### src/hdl/olst_pkg.sv
package olst_pkg;

	localparam int REQ_W  = 3;
	localparam int VAL_W  = 32;
	localparam int POS_W  = 5;
	localparam int STAT_W = 2;

	localparam logic [REQ_W-1:0] REQ_INS_HEAD = 3'd0;
	localparam logic [REQ_W-1:0] REQ_INS_TAIL = 3'd1;
	localparam logic [REQ_W-1:0] REQ_INS_POS  = 3'd2;
	localparam logic [REQ_W-1:0] REQ_DEL_HEAD = 3'd3;
	localparam logic [REQ_W-1:0] REQ_DEL_TAIL = 3'd4;
	localparam logic [REQ_W-1:0] REQ_READ_ALL = 3'd5;

	localparam logic [STAT_W-1:0] STAT_OK    = 2'd0;
	localparam logic [STAT_W-1:0] STAT_EMPTY = 2'd1;
	localparam logic [STAT_W-1:0] STAT_FULL  = 2'd2;
	localparam logic [STAT_W-1:0] STAT_RANGE = 2'd3;

	typedef logic [VAL_W-1:0] elem_t;

endpackage

### src/hdl/olst_ram.sv
module olst_ram #(
	parameter int WIDTH = 32,
	parameter int DEPTH = 16
) (
	input  logic                     clk,
	input  logic                     we,
	input  logic [$clog2(DEPTH)-1:0] waddr,
	input  logic [WIDTH-1:0]         wdata,
	input  logic [$clog2(DEPTH)-1:0] raddr,
	output logic [WIDTH-1:0]         rdata
);

	logic [WIDTH-1:0] mem [DEPTH];

	always_ff @(posedge clk) begin
		if (we)
			mem[waddr] <= wdata;
		rdata <= mem[raddr];
	end

endmodule

### src/hdl/ordered_list_store.sv
// Bounded ordered list of up to DEPTH signed 32-bit values, head to tail.
// Request channel (req_*): one item per request; req_type selects insert at
// head, tail or 1-based position, delete head or tail, or read out the list.
// Result channel (res_*): one item per request, or one per element for a
// read-out, head first, with last set on the final item of the request.
// A refused request gives one item with a non-zero status and zero value.
// One request is worked at a time; req_ready is high only between requests.
// Work per request, n = elements stored, p = insert position:
//   insert: entries from p onward move up one per cycle, then the new
//     value is written; no entry moves for an insert at the tail
//   delete head: the head is taken, the rest move down one per cycle
//   delete tail: a single memory read; read-out: S_READ, S_CAPT, S_EMIT per element
//   refused request: no memory access; unknown code: no item
// The shift rate is one entry per cycle through the single read and write
// port of the element memory; a read-out needs a memory read per element.
// The result register frees the request side: a new request is taken while
// a result waits, and the block stalls only when its next result finds the
// register still full. Reset empties the list at once (no clearing pass);
// entries are only read below the element count.
module ordered_list_store #(
	parameter int DEPTH = 16
) (
	input  logic                             clk,
	input  logic                             arst_n,
	input  logic                             req_valid,
	output logic                             req_ready,
	input  logic [olst_pkg::REQ_W-1:0]       req_type,
	input  logic signed [olst_pkg::VAL_W-1:0] value,
	input  logic [olst_pkg::POS_W-1:0]       position,
	output logic                             res_valid,
	input  logic                             res_ready,
	output logic [olst_pkg::STAT_W-1:0]      status,
	output logic signed [olst_pkg::VAL_W-1:0] value_res,
	output logic                             last
);

	import olst_pkg::*;

	localparam int AW = $clog2(DEPTH);
	localparam int CW = $clog2(DEPTH + 1);
	localparam int PW = ((CW > POS_W) ? CW : POS_W) + 1;

	localparam logic [2:0] S_IDLE = 3'd0;
	localparam logic [2:0] S_MOVE = 3'd1;
	localparam logic [2:0] S_READ = 3'd2;
	localparam logic [2:0] S_CAPT = 3'd3;
	localparam logic [2:0] S_EMIT = 3'd4;

	logic [2:0]        state_q;
	logic [CW-1:0]     count_q;
	logic [AW-1:0]     src_q;
	logic [CW-1:0]     left_q;
	logic              del_q;
	logic [AW-1:0]     ins_idx_q;
	elem_t             ins_val_q;
	logic              ra_q;
	logic [AW-1:0]     rd_q;
	logic              mv_s1;
	logic              first_s1;
	logic [AW-1:0]     dst_s1;
	logic [STAT_W-1:0] pend_stat_q;
	elem_t             pend_val_q;
	logic              pend_last_q;
	logic              res_valid_q;
	logic [STAT_W-1:0] status_q;
	elem_t             value_q;
	logic              last_q;

	logic              we;
	logic [AW-1:0]     waddr;
	elem_t             wdata;
	logic [AW-1:0]     raddr;
	elem_t             rdata;

	logic [PW-1:0]     pos_ext;
	logic [PW-1:0]     cnt_ext;
	logic              pos_ok;
	logic [AW-1:0]     idx;
	logic              full;
	logic              empty;
	logic              emit_go;

	assign pos_ext = PW'(position);
	assign cnt_ext = PW'(count_q);
	assign pos_ok  = (position != '0) && (pos_ext <= cnt_ext + PW'(1));
	assign full    = (count_q == CW'(DEPTH));
	assign empty   = (count_q == '0);
	assign emit_go = (state_q == S_EMIT) && (!res_valid_q || res_ready);

	always_comb begin
		case (req_type) inside
			REQ_INS_HEAD: idx = '0;
			REQ_INS_TAIL: idx = count_q[AW-1:0];
			default:      idx = AW'(pos_ext - PW'(1));
		endcase
	end

	always_comb begin
		we    = 1'b0;
		waddr = dst_s1;
		wdata = rdata;
		raddr = (state_q == S_READ) ? rd_q : src_q;
		if (state_q == S_MOVE) begin
			if (mv_s1) begin
				we = !first_s1;
			end else if (left_q == '0 && !del_q) begin
				we    = 1'b1;
				waddr = ins_idx_q;
				wdata = ins_val_q;
			end
		end
	end

	olst_ram #(
		.WIDTH(VAL_W),
		.DEPTH(DEPTH)
	) u_ram (
		.clk   (clk),
		.we    (we),
		.waddr (waddr),
		.wdata (wdata),
		.raddr (raddr),
		.rdata (rdata)
	);

	always_ff @(posedge clk or negedge arst_n) begin
		if (!arst_n) begin
			state_q     <= S_IDLE;
			count_q     <= '0;
			src_q       <= '0;
			left_q      <= '0;
			del_q       <= 1'b0;
			ins_idx_q   <= '0;
			ins_val_q   <= '0;
			ra_q        <= 1'b0;
			rd_q        <= '0;
			mv_s1       <= 1'b0;
			first_s1    <= 1'b0;
			dst_s1      <= '0;
			pend_stat_q <= STAT_OK;
			pend_val_q  <= '0;
			pend_last_q <= 1'b0;
			res_valid_q <= 1'b0;
			status_q    <= STAT_OK;
			value_q     <= '0;
			last_q      <= 1'b0;
		end else begin
			if (emit_go)
				res_valid_q <= 1'b1;
			else if (res_valid_q && res_ready)
				res_valid_q <= 1'b0;

			unique case (state_q)
				S_IDLE: begin
					if (req_valid) begin
						ra_q        <= 1'b0;
						pend_val_q  <= '0;
						pend_last_q <= 1'b1;
						case (req_type) inside
							REQ_INS_HEAD, REQ_INS_TAIL, REQ_INS_POS: begin
								if (full) begin
									pend_stat_q <= STAT_FULL;
									state_q     <= S_EMIT;
								end else if (req_type == REQ_INS_POS && !pos_ok) begin
									pend_stat_q <= STAT_RANGE;
									state_q     <= S_EMIT;
								end else begin
									ins_idx_q <= idx;
									ins_val_q <= value;
									left_q    <= count_q - CW'(idx);
									src_q     <= AW'(count_q - CW'(1));
									del_q     <= 1'b0;
									state_q   <= S_MOVE;
								end
							end
							REQ_DEL_HEAD: begin
								if (empty) begin
									pend_stat_q <= STAT_EMPTY;
									state_q     <= S_EMIT;
								end else begin
									left_q  <= count_q;
									src_q   <= '0;
									del_q   <= 1'b1;
									state_q <= S_MOVE;
								end
							end
							REQ_DEL_TAIL: begin
								if (empty) begin
									pend_stat_q <= STAT_EMPTY;
									state_q     <= S_EMIT;
								end else begin
									rd_q    <= AW'(count_q - CW'(1));
									count_q <= count_q - CW'(1);
									state_q <= S_READ;
								end
							end
							REQ_READ_ALL: begin
								if (empty) begin
									pend_stat_q <= STAT_EMPTY;
									state_q     <= S_EMIT;
								end else begin
									rd_q    <= '0;
									ra_q    <= 1'b1;
									state_q <= S_READ;
								end
							end
							default: ;
						endcase
					end
				end
				S_MOVE: begin
					if (left_q != '0) begin
						mv_s1    <= 1'b1;
						first_s1 <= del_q && (src_q == '0);
						dst_s1   <= del_q ? src_q - AW'(1) : src_q + AW'(1);
						src_q    <= del_q ? src_q + AW'(1) : src_q - AW'(1);
						left_q   <= left_q - CW'(1);
					end else begin
						mv_s1 <= 1'b0;
					end
					// removed head value arrives in the cycle after its read
					if (mv_s1 && first_s1)
						pend_val_q <= rdata;
					if (left_q == '0 && !mv_s1) begin
						count_q     <= del_q ? count_q - CW'(1) : count_q + CW'(1);
						pend_stat_q <= STAT_OK;
						pend_last_q <= 1'b1;
						state_q     <= S_EMIT;
					end
				end
				S_READ: begin
					state_q <= S_CAPT;
				end
				S_CAPT: begin
					pend_val_q  <= rdata;
					pend_stat_q <= STAT_OK;
					pend_last_q <= !ra_q || ((CW'(rd_q) + CW'(1)) == count_q);
					state_q     <= S_EMIT;
				end
				S_EMIT: begin
					if (emit_go) begin
						status_q    <= pend_stat_q;
						value_q     <= pend_val_q;
						last_q      <= pend_last_q;
						if (ra_q && !pend_last_q) begin
							rd_q    <= rd_q + AW'(1);
							state_q <= S_READ;
						end else begin
							state_q <= S_IDLE;
						end
					end
				end
				default: state_q <= S_IDLE;
			endcase
		end
	end

	assign req_ready = (state_q == S_IDLE);
	assign res_valid = res_valid_q;
	assign status    = status_q;
	assign value_res = value_q;
	assign last      = last_q;

endmodule

### config.mk
export PLATFORM = sky130hd
export DESIGN_NAME = ordered_list_store
export DESIGN_NICKNAME = d
export VERILOG_FILES = /design/src/hdl/olst_pkg.sv /design/src/hdl/olst_ram.sv /design/src/hdl/ordered_list_store.sv
export SDC_FILE = /design/constraint.sdc
export NUM_CORES = 1
export LEC_CHECK = 0
export BUFFER_PORTS_ARGS = -buffer_cell sky130_fd_sc_hd__buf_4
export CELL_PAD_IN_SITES_DETAIL_PLACEMENT = 1
export CELL_PAD_IN_SITES_GLOBAL_PLACEMENT = 1
export CORE_MARGIN = 2
export CORE_UTILIZATION = 55
export DETAILED_ROUTE_END_ITERATION = 6
export GPL_ROUTABILITY_DRIVEN = 0
export GPL_TIMING_DRIVEN = 0
export HOLD_SLACK_MARGIN = 0.1
export PLACE_DENSITY_LB_ADDON = 0.1
export SLEW_MARGIN = 10
export SYNTH_ARGS = -nofsm -noshare
export SYNTH_HDL_FRONTEND = slang
export SYNTH_SLANG_ARGS = --single-unit
### constraint.sdc
create_clock -name clk -period 10.3 [get_ports clk]
set_input_delay 0.515 -clock clk [delete_from_list [all_inputs] [get_ports clk]]
set_output_delay 0.515 -clock clk [all_outputs]
set_load 0.01 [all_outputs]
==> impl_metrics.yaml, run 1 <==
outcome:
  status: "completed"
synthesis:
  yosys_warnings: 0
  ys_seq_area_share_pct: 69.4
  synth_top_family_by_area: "simple AND/OR/NAND/NOR gates"
  synth_nets: 2277
  synth-xor-area-share_pct: 0.626
  yosys-top-cells-area: "edfxtp_1 (55%), dfrtp_1 (12%), nand2_1 (8.7%), nand3_1 (4.3%), mux2i_1 (3.7%)"
  synth_area_mm2: 0.0280
  ys.flop_type: "edfxtp_1"
  synth_mux_area_share_pct: 6.79
  synthAdderAreaFrac_pct: 0.876
  synth_compound_area_share_pct: 4.42
  syn_area_per_cell_um2: 12.6
  synth-edff-count: 512
  synthArstFlopShare_pct: 20.0
  synthSimpleGateAreaFrac_pct: 15.1
  synth.distinct_cells: 72
  synth_top_area_share_pct: 54.9
  syn_inst: 2214
  ys_seq_elements: 680
  synth_top_area_cell: "edfxtp_1"
critical_path:
  crit_fanout: 10
  path_class: "reg -> reg"
  ff2ff_setup_slack_ns: 6.19
  endpoint_kind: "flip-flop"
  reg2reg_depth: 11
  r2r_end: "ins_val_q[19]"
  critPathLaunchType: "flip-flop"
  arrival_ns: 4.61
  r2r-start: "count_q[0]"
  worst_ep_required_time_ns: 10.80
clock_tree:
  worstSkewPairLatency_ns: 0.64
  cts_root_buffer: "clkbuf_16"
  cts_made_buffers: 72
  cts_num_sinks: 680
  cts_tree: "built"
  htreeDepth: 3
  clk_pin_slew_ns: 0.07
  clockBufferDepth: 3
  post_cts.repair.setup_buffers: 0
floorplan:
  die_area_mm2: 0.0527
  initial_utilization_pct: 55.8
  pin_count: 81
  die_w_um: 230
  rows: 82
  die_h_um: 230
  core_mm2: 0.0502
timing:
  skew_ns: 0.0327
  finalSetupViolCount: 0
  post-route-min-period_ns: 4.11
  fin_setup_tns_ns: 0
  relSlewSlack_pct: 23.5
  drv_slew: 0
  max_freq_mhz: 243
  worst_pin_slew_ns: 1.15
  period_share_pct: 39.9
  finalHoldViolations: 0
  grt_setup_unrepaired: "false"
placed_design:
  port-buffer-count: 78
  place_hpwl_um: 55200
grt:
  track_usage_pct: 33.8
  grt_overflow_total: 0
  grt_pass1_vias: 21100
  grt_max_degree: 74
  grt_pass1_wl_um: 131000
  antenna_found_initial: 1
detailed_routing:
  first_pass_iters: 5
  drtAntennaViolNets: 0
  drc: 0
  via_per_inst: 6.19
  drt-total-wl_um: 87500
  first_iter_violations: 2144
  post_drt_wl_per_cell_um: 28.0
  vias: 19400
pwr:
  switching_share_pct: 39.9
  seq_power_share_pct: 36.4
  ir_drop_uv: 232
  p_int_uw: 6500
  power_density_mw_per_mm2: 333
  switching_power_uw: 4310
  pwr-share-comb_pct: 39.1
  p_leak_uw: 0.0128
  clockPowerShare_pct: 24.5
layout:
  final_util_pct: 64.6
  drive_above_1_share_pct: 15.7
  synthToLayoutAreaGrowth_pct: 15.8
  antennaDiodeCount: 0
  nNetsFinal: 2455
  fillers: 4808
min_path:
  min_path_type: "in -> reg"
  min_from: "value[17]"
  hold_end: "ins_val_q[17]"
  hold_depth: 2
run:
  maxCapViolations: 0
## worst max-delay path by stage
| stage | from | end | slack, ns | cells after the start |
|---|---|---|---|---|
| 5_1_grt | count_q[0] | ins_val_q[10] | 6.10 | 11 |
| 4_1_cts | left_q[0] | u_ram.mem[11][21] | 6.23 | 10 |
| 3_5_place_dp | count_q[0] | ins_val_q[10] | 6.32 | 11 |
| 2_1_floorplan | left_q[0] | u_ram.mem[1][0] | 6.54 | 10 |
| 6_report | count_q[0] | ins_val_q[19] | 6.19 | 11 |
| 3_3_place_gp | left_q[0] | u_ram.mem[1][15] | 4.55 | 10 |
## cells in the final DEF, fill, tap and decap left out, drive strengths merged, types with 3 or more instances in the layout
cell type | Yosys | routed
a21o | 6 | 6
a21oi | 22 | 22
a31oi | 8 | 8
a32oi | 33 | 33
and3 | 4 | 4
buf | 85 | 180
bufinv | 0 | 6
clkbuf | 47 | 152
clkinv | 0 | 18
dfrtp | 136 | 136
dfxtp | 32 | 32
dlygate4sd3 | 0 | 9
edfxtp | 512 | 512
ha | 18 | 18
inv | 23 | 27
mux2 | 74 | 74
mux2i | 105 | 105
nand2 | 648 | 648
nand2b | 3 | 3
nand3 | 240 | 240
nand3b | 3 | 3
nand4 | 6 | 6
nor2 | 45 | 45
nor2b | 4 | 4
nor3 | 16 | 16
nor3b | 8 | 8
o211ai | 3 | 3
o21a | 3 | 3
o21ai | 36 | 36
o221ai | 35 | 35
o22ai | 3 | 3
or2 | 3 | 3
or3b | 3 | 3
xnor2 | 13 | 13
xor2 | 7 | 7
## repair_timing
| item | in CTS | in global routing |
|---|---|---|
| gates resized for setup | 0 | 0 |
| hold buffers | 9 | 0 |
| endpoints found under the hold margin | 71 | 0 |
## sequential cells by signal, summed over array words and instances (netlist names)
name	count
count_q	5
del_q	1
dst_s1	4
first_s1	1
ins_idx_q	4
ins_val_q	32
last	1
left_q	5
mv_s1	1
pend_last_q	1
pend_stat_q	2
pend_val_q	32
ra_q	1
rd_q	4
res_valid	1
src_q	4
state_q	3
status	2
u_ram.mem	512
u_ram.rdata	32
value_res	32
## power by group through the flow
stage | Clock [uW] | Combinational, uW | Sequential (uW)
floorplan | 0 | 2490 | 3910
CTS | 2660 | 4170 | 3930
global route | 2760 | 4500 | 3980
finish | 2650 | 4230 | 3930
global placement | 0 | 3820 | 3950
detailed placement | 0 | 4060 | 3970
## worst max-delay path, cell delays in order (launching register included)
cell,delay [ns]
dfrtp_1,0.35
clkbuf_1,0.46
inv_1,0.26
ha_1,0.53
inv_1,0.08
ha_1,0.29
nor2b_1,0.13
o21bai_1,0.17
a21oi_1,0.21
nor3_2,0.60
buf_2,0.49
mux2_2,0.41
## synthesized netlist by cell type, types with 14 or more instances
| cell | number |
|---|---|
| nand2_1 | 648 |
| o221ai_1 | 35 |
| dfrtp_1 | 136 |
| mux2_2 | 69 |
| dfxtp_1 | 32 |
| nor3_1 | 14 |
| o21ai_0 | 34 |
| a21oi_1 | 20 |
| nand3_1 | 240 |
| mux2i_1 | 104 |
| buf_6 | 14 |
| edfxtp_1 | 512 |
| ha_1 | 18 |
| clkbuf_1 | 46 |
| buf_2 | 59 |
| inv_1 | 23 |
| a32oi_1 | 33 |
| nor2_1 | 43 |
## cell families after synthesis
| family | count (synthesis) |
|---|---|
| and+or+nand+nor | 991 |
| DFF | 680 |
| muxes | 179 |
| AOI/OAI and AO/OA | 170 |
| buffers and inverters | 155 |
| xor gates and xnor gates | 20 |
| adders and majority gates | 19 |
## through the flow
stage	total power (uW)	instance area, um2	cells	hold WS, ns	setup WS (ns)
finish	10800	32400	3124	0.128	6.19
global route	11200	32400	3124	0.115	6.10
CTS	10800	32400	3124	0.102	6.23
detailed placement	8040	30000	2981	0.444	6.32
global placement	7770	29400	2964	0.435	4.55
floorplan	6400	28000	2214	0.219	6.54
## final cells by class
class / instances / area [um2] / area share, %
multi-input combinational: 1379 / 7900 / 24.4
tap: 672 / 841 / 2.59
clock inverter: 29 / 349 / 1.08
timing repair buffer: 104 / 1100 / 3.39
buffer: 132 / 709 / 2.19
clock buffer: 105 / 2030 / 6.25
sequential: 680 / 19400 / 59.9
inverter: 23 / 86.3 / 0.266
## routing by layer
metal	vias up	track usage [%]	share of wire, %
li1	8314	-	-
met1	9815	42.6	38
met2	986	57.0	50
met3	236	6.50	8.3
met4	2	15.1	4.3
met5	-	0	0.015
No activity file was read; power rests on OpenSTA's default activity.
==> run 2, diff against run 1 <==
--- a/config.mk
+++ b/config.mk
@@ -9,7 +9,7 @@
 export CELL_PAD_IN_SITES_DETAIL_PLACEMENT = 1
 export CELL_PAD_IN_SITES_GLOBAL_PLACEMENT = 1
 export CORE_MARGIN = 2
-export CORE_UTILIZATION = 55
+export CORE_UTILIZATION = 46
 export DETAILED_ROUTE_END_ITERATION = 6
 export GPL_ROUTABILITY_DRIVEN = 0
 export GPL_TIMING_DRIVEN = 0
==> constraint.sdc (replaced) <==
create_clock -name clk -period 3.6 [get_ports clk]
set_input_delay 0.18 -clock clk [delete_from_list [all_inputs] [get_ports clk]]
set_output_delay 0.18 -clock clk [all_outputs]
set_load 0.01 [all_outputs]
==> run 2 against run 1 <==
Maximum frequency increased by 20%. Clock-buffer cell count increased by 1. Register-to-register slack worse by 6.0 ns. Sequential share of layout area down 1.6 points. Power increased to 2.8 times the previous value. Die area increased by 19%.
==> impl_metrics.yaml, run 2 (synthesis gave the netlist of run 1 again) <==
detailed_routing:
  drt-total-wl_um: 84400
  drtAntennaViolNets: 0
  vias: 18800
  drc: 0
  post_drt_wl_per_cell_um: 25.7
  first_pass_iters: 5
  first_iter_violations: 1360
  via_per_inst: 5.71
placed_design:
  pre_cts_slack_ns: -0.483
  port-buffer-count: 78
  dpl.cell_count: 3092
  place_hpwl_um: 55100
timing:
  period_share_pct: 95.4
  post-route-min-period_ns: 3.43
  worst_pin_slew_ns: 1.21
  finalSetupViolCount: 0
  relSlewSlack_pct: 18.8
  drv_slew: 0
  finalHoldViolations: 0
  setup_ws_ns: 0.166
  skew_ns: 0.0274
  max_freq_mhz: 291
  fin_worst_hold_slack_ns: 0.129
clock_tree:
  cts_made_buffers: 74
  clockBufferDepth: 3
  cts_root_buffer: "clkbuf_16"
  cts_num_sinks: 680
  cts_tree: "built"
  worstSkewPairLatency_ns: 0.62
  clk_pin_slew_ns: 0.06
  htreeDepth: 3
layout:
  largest_register: "u_ram.mem"
  final_util_pct: 55.3
  mostFrequentLayoutCell: "nand2_1"
  final_cell_mix: "nand2_1 (648), edfxtp_1 (512), nand3_1 (240)"
  largest_reg_flops: 512
  drive_above_1_share_pct: 16.8
  synthToLayoutAreaGrowth_pct: 19.1
  antennaDiodeCount: 0
  finalNonFillerCells: 3287
  nNetsFinal: 2509
critical_path:
  arrival_ns: 3.74
  crit_buf_inv: 4
  crit_fanout: 19
  slowest_stage: "buf_2"
  slowest_delay_ns: 0.45
  worst_ep_required_time_ns: 3.91
  crit_family: "simple AND/OR/NAND/NOR gates"
  endpoint_kind: "flip-flop"
  path_class: "reg -> reg"
  critPathLaunchType: "flip-flop"
  path_cells: "inv_1 -> ha_1 -> or4b_1 -> clkbuf_2 -> nor3_4 -> buf_2 -> a31oi_1 -> nor2_4 -> buf_12"
grt:
  grt_max_degree: 85
  antenna_found_initial: 1
  grt_overflow_total: 0
  track_usage_pct: 27.2
  grt_pass1_vias: 19800
  grt_pass1_wl_um: 125000
pwr:
  p_leak_uw: 0.0131
  fin_total_pwr_uw: 30700
  power_density_mw_per_mm2: 920
  ir_drop_uv: 602
floorplan:
  die_w_um: 251
  initial_utilization_pct: 46.5
  die_area_mm2: 0.0628
  pin_count: 81
  core_mm2: 0.0602
  die_h_um: 251
  rows: 90
run:
  maxCapViolations: 0
outcome:
  status: "completed"
min_path:
  min_path_type: "in -> reg"
[run 2: metrics by stage]
stage	setup TNS (ns)	area [um2]
6_report	0	33300
3_5_place_dp	-88.11	30100
2_1_floorplan	-47.81	28000
3_3_place_gp	-929.55	29600
4_1_cts	0	33300
5_1_grt	-0.149	33300
[run 2: layout make-up]
type | count | area (um2)
fill | 6011 | 26900
buffer | 131 | 713
clock buffer | 106 | 2190
sequential | 680 | 19400
clock inverter | 29 | 220
timing repair buffer | 157 | 1810
multi-input combinational | 1379 | 7930
inverter | 23 | 86.3
tap | 782 | 978
[run 2: worst paths after layout]
check	startpoint	end	slack, ns	cells past startpoint
setup / recovery	left_q[0]	u_ram.mem[5][13]	0.17	9
min in group asynchronous	arst_n	ins_val_q[22]	0.50	3
hold reg to reg	u_ram.rdata[3]	pend_val_q[3]	0.46	2
hold / removal	req_type[2]	state_q[0]	0.13	5
max in group asynchronous	arst_n	value_res[20]	2.36	4
setup reg to reg	left_q[0]	u_ram.mem[5][13]	0.17	9
[run 2: worst register-to-register path, stage by stage (launching register included)]
cell and delay, ns:
dfrtp_1 0.40, inv_1 0.10, ha_1 0.19, or4b_1 0.43, clkbuf_2 0.20, nor3_4 0.29
buf_2 0.45, a31oi_1 0.45, nor2_4 0.35, buf_12 0.24
[run 2: power by group]
part           switching (uW)  internal [uW]
logic                    8110           3760
clock network            3140           4430
registers                 692          10500
total                   11900          18700
[run 2: repair_timing]
action / CTS / global route
gates resized for setup: 7 / 5
hold endpoints to repair: 172 / 0
buffers inserted: 19 / 3
hold buffers: 39 / 0
setup endpoints to repair: 485 / 60
pin swaps: 14 / 2
[run 2: layer usage]
metal  vias to the layer above  GRT usage [%]  share of wire, %
met5                         -              0                 0
met3                       175           4.84               5.9
met2                       560           45.1                48
met1                      9603           36.0                42
met4                         0           9.65               3.5
li1                       8436              -                 -
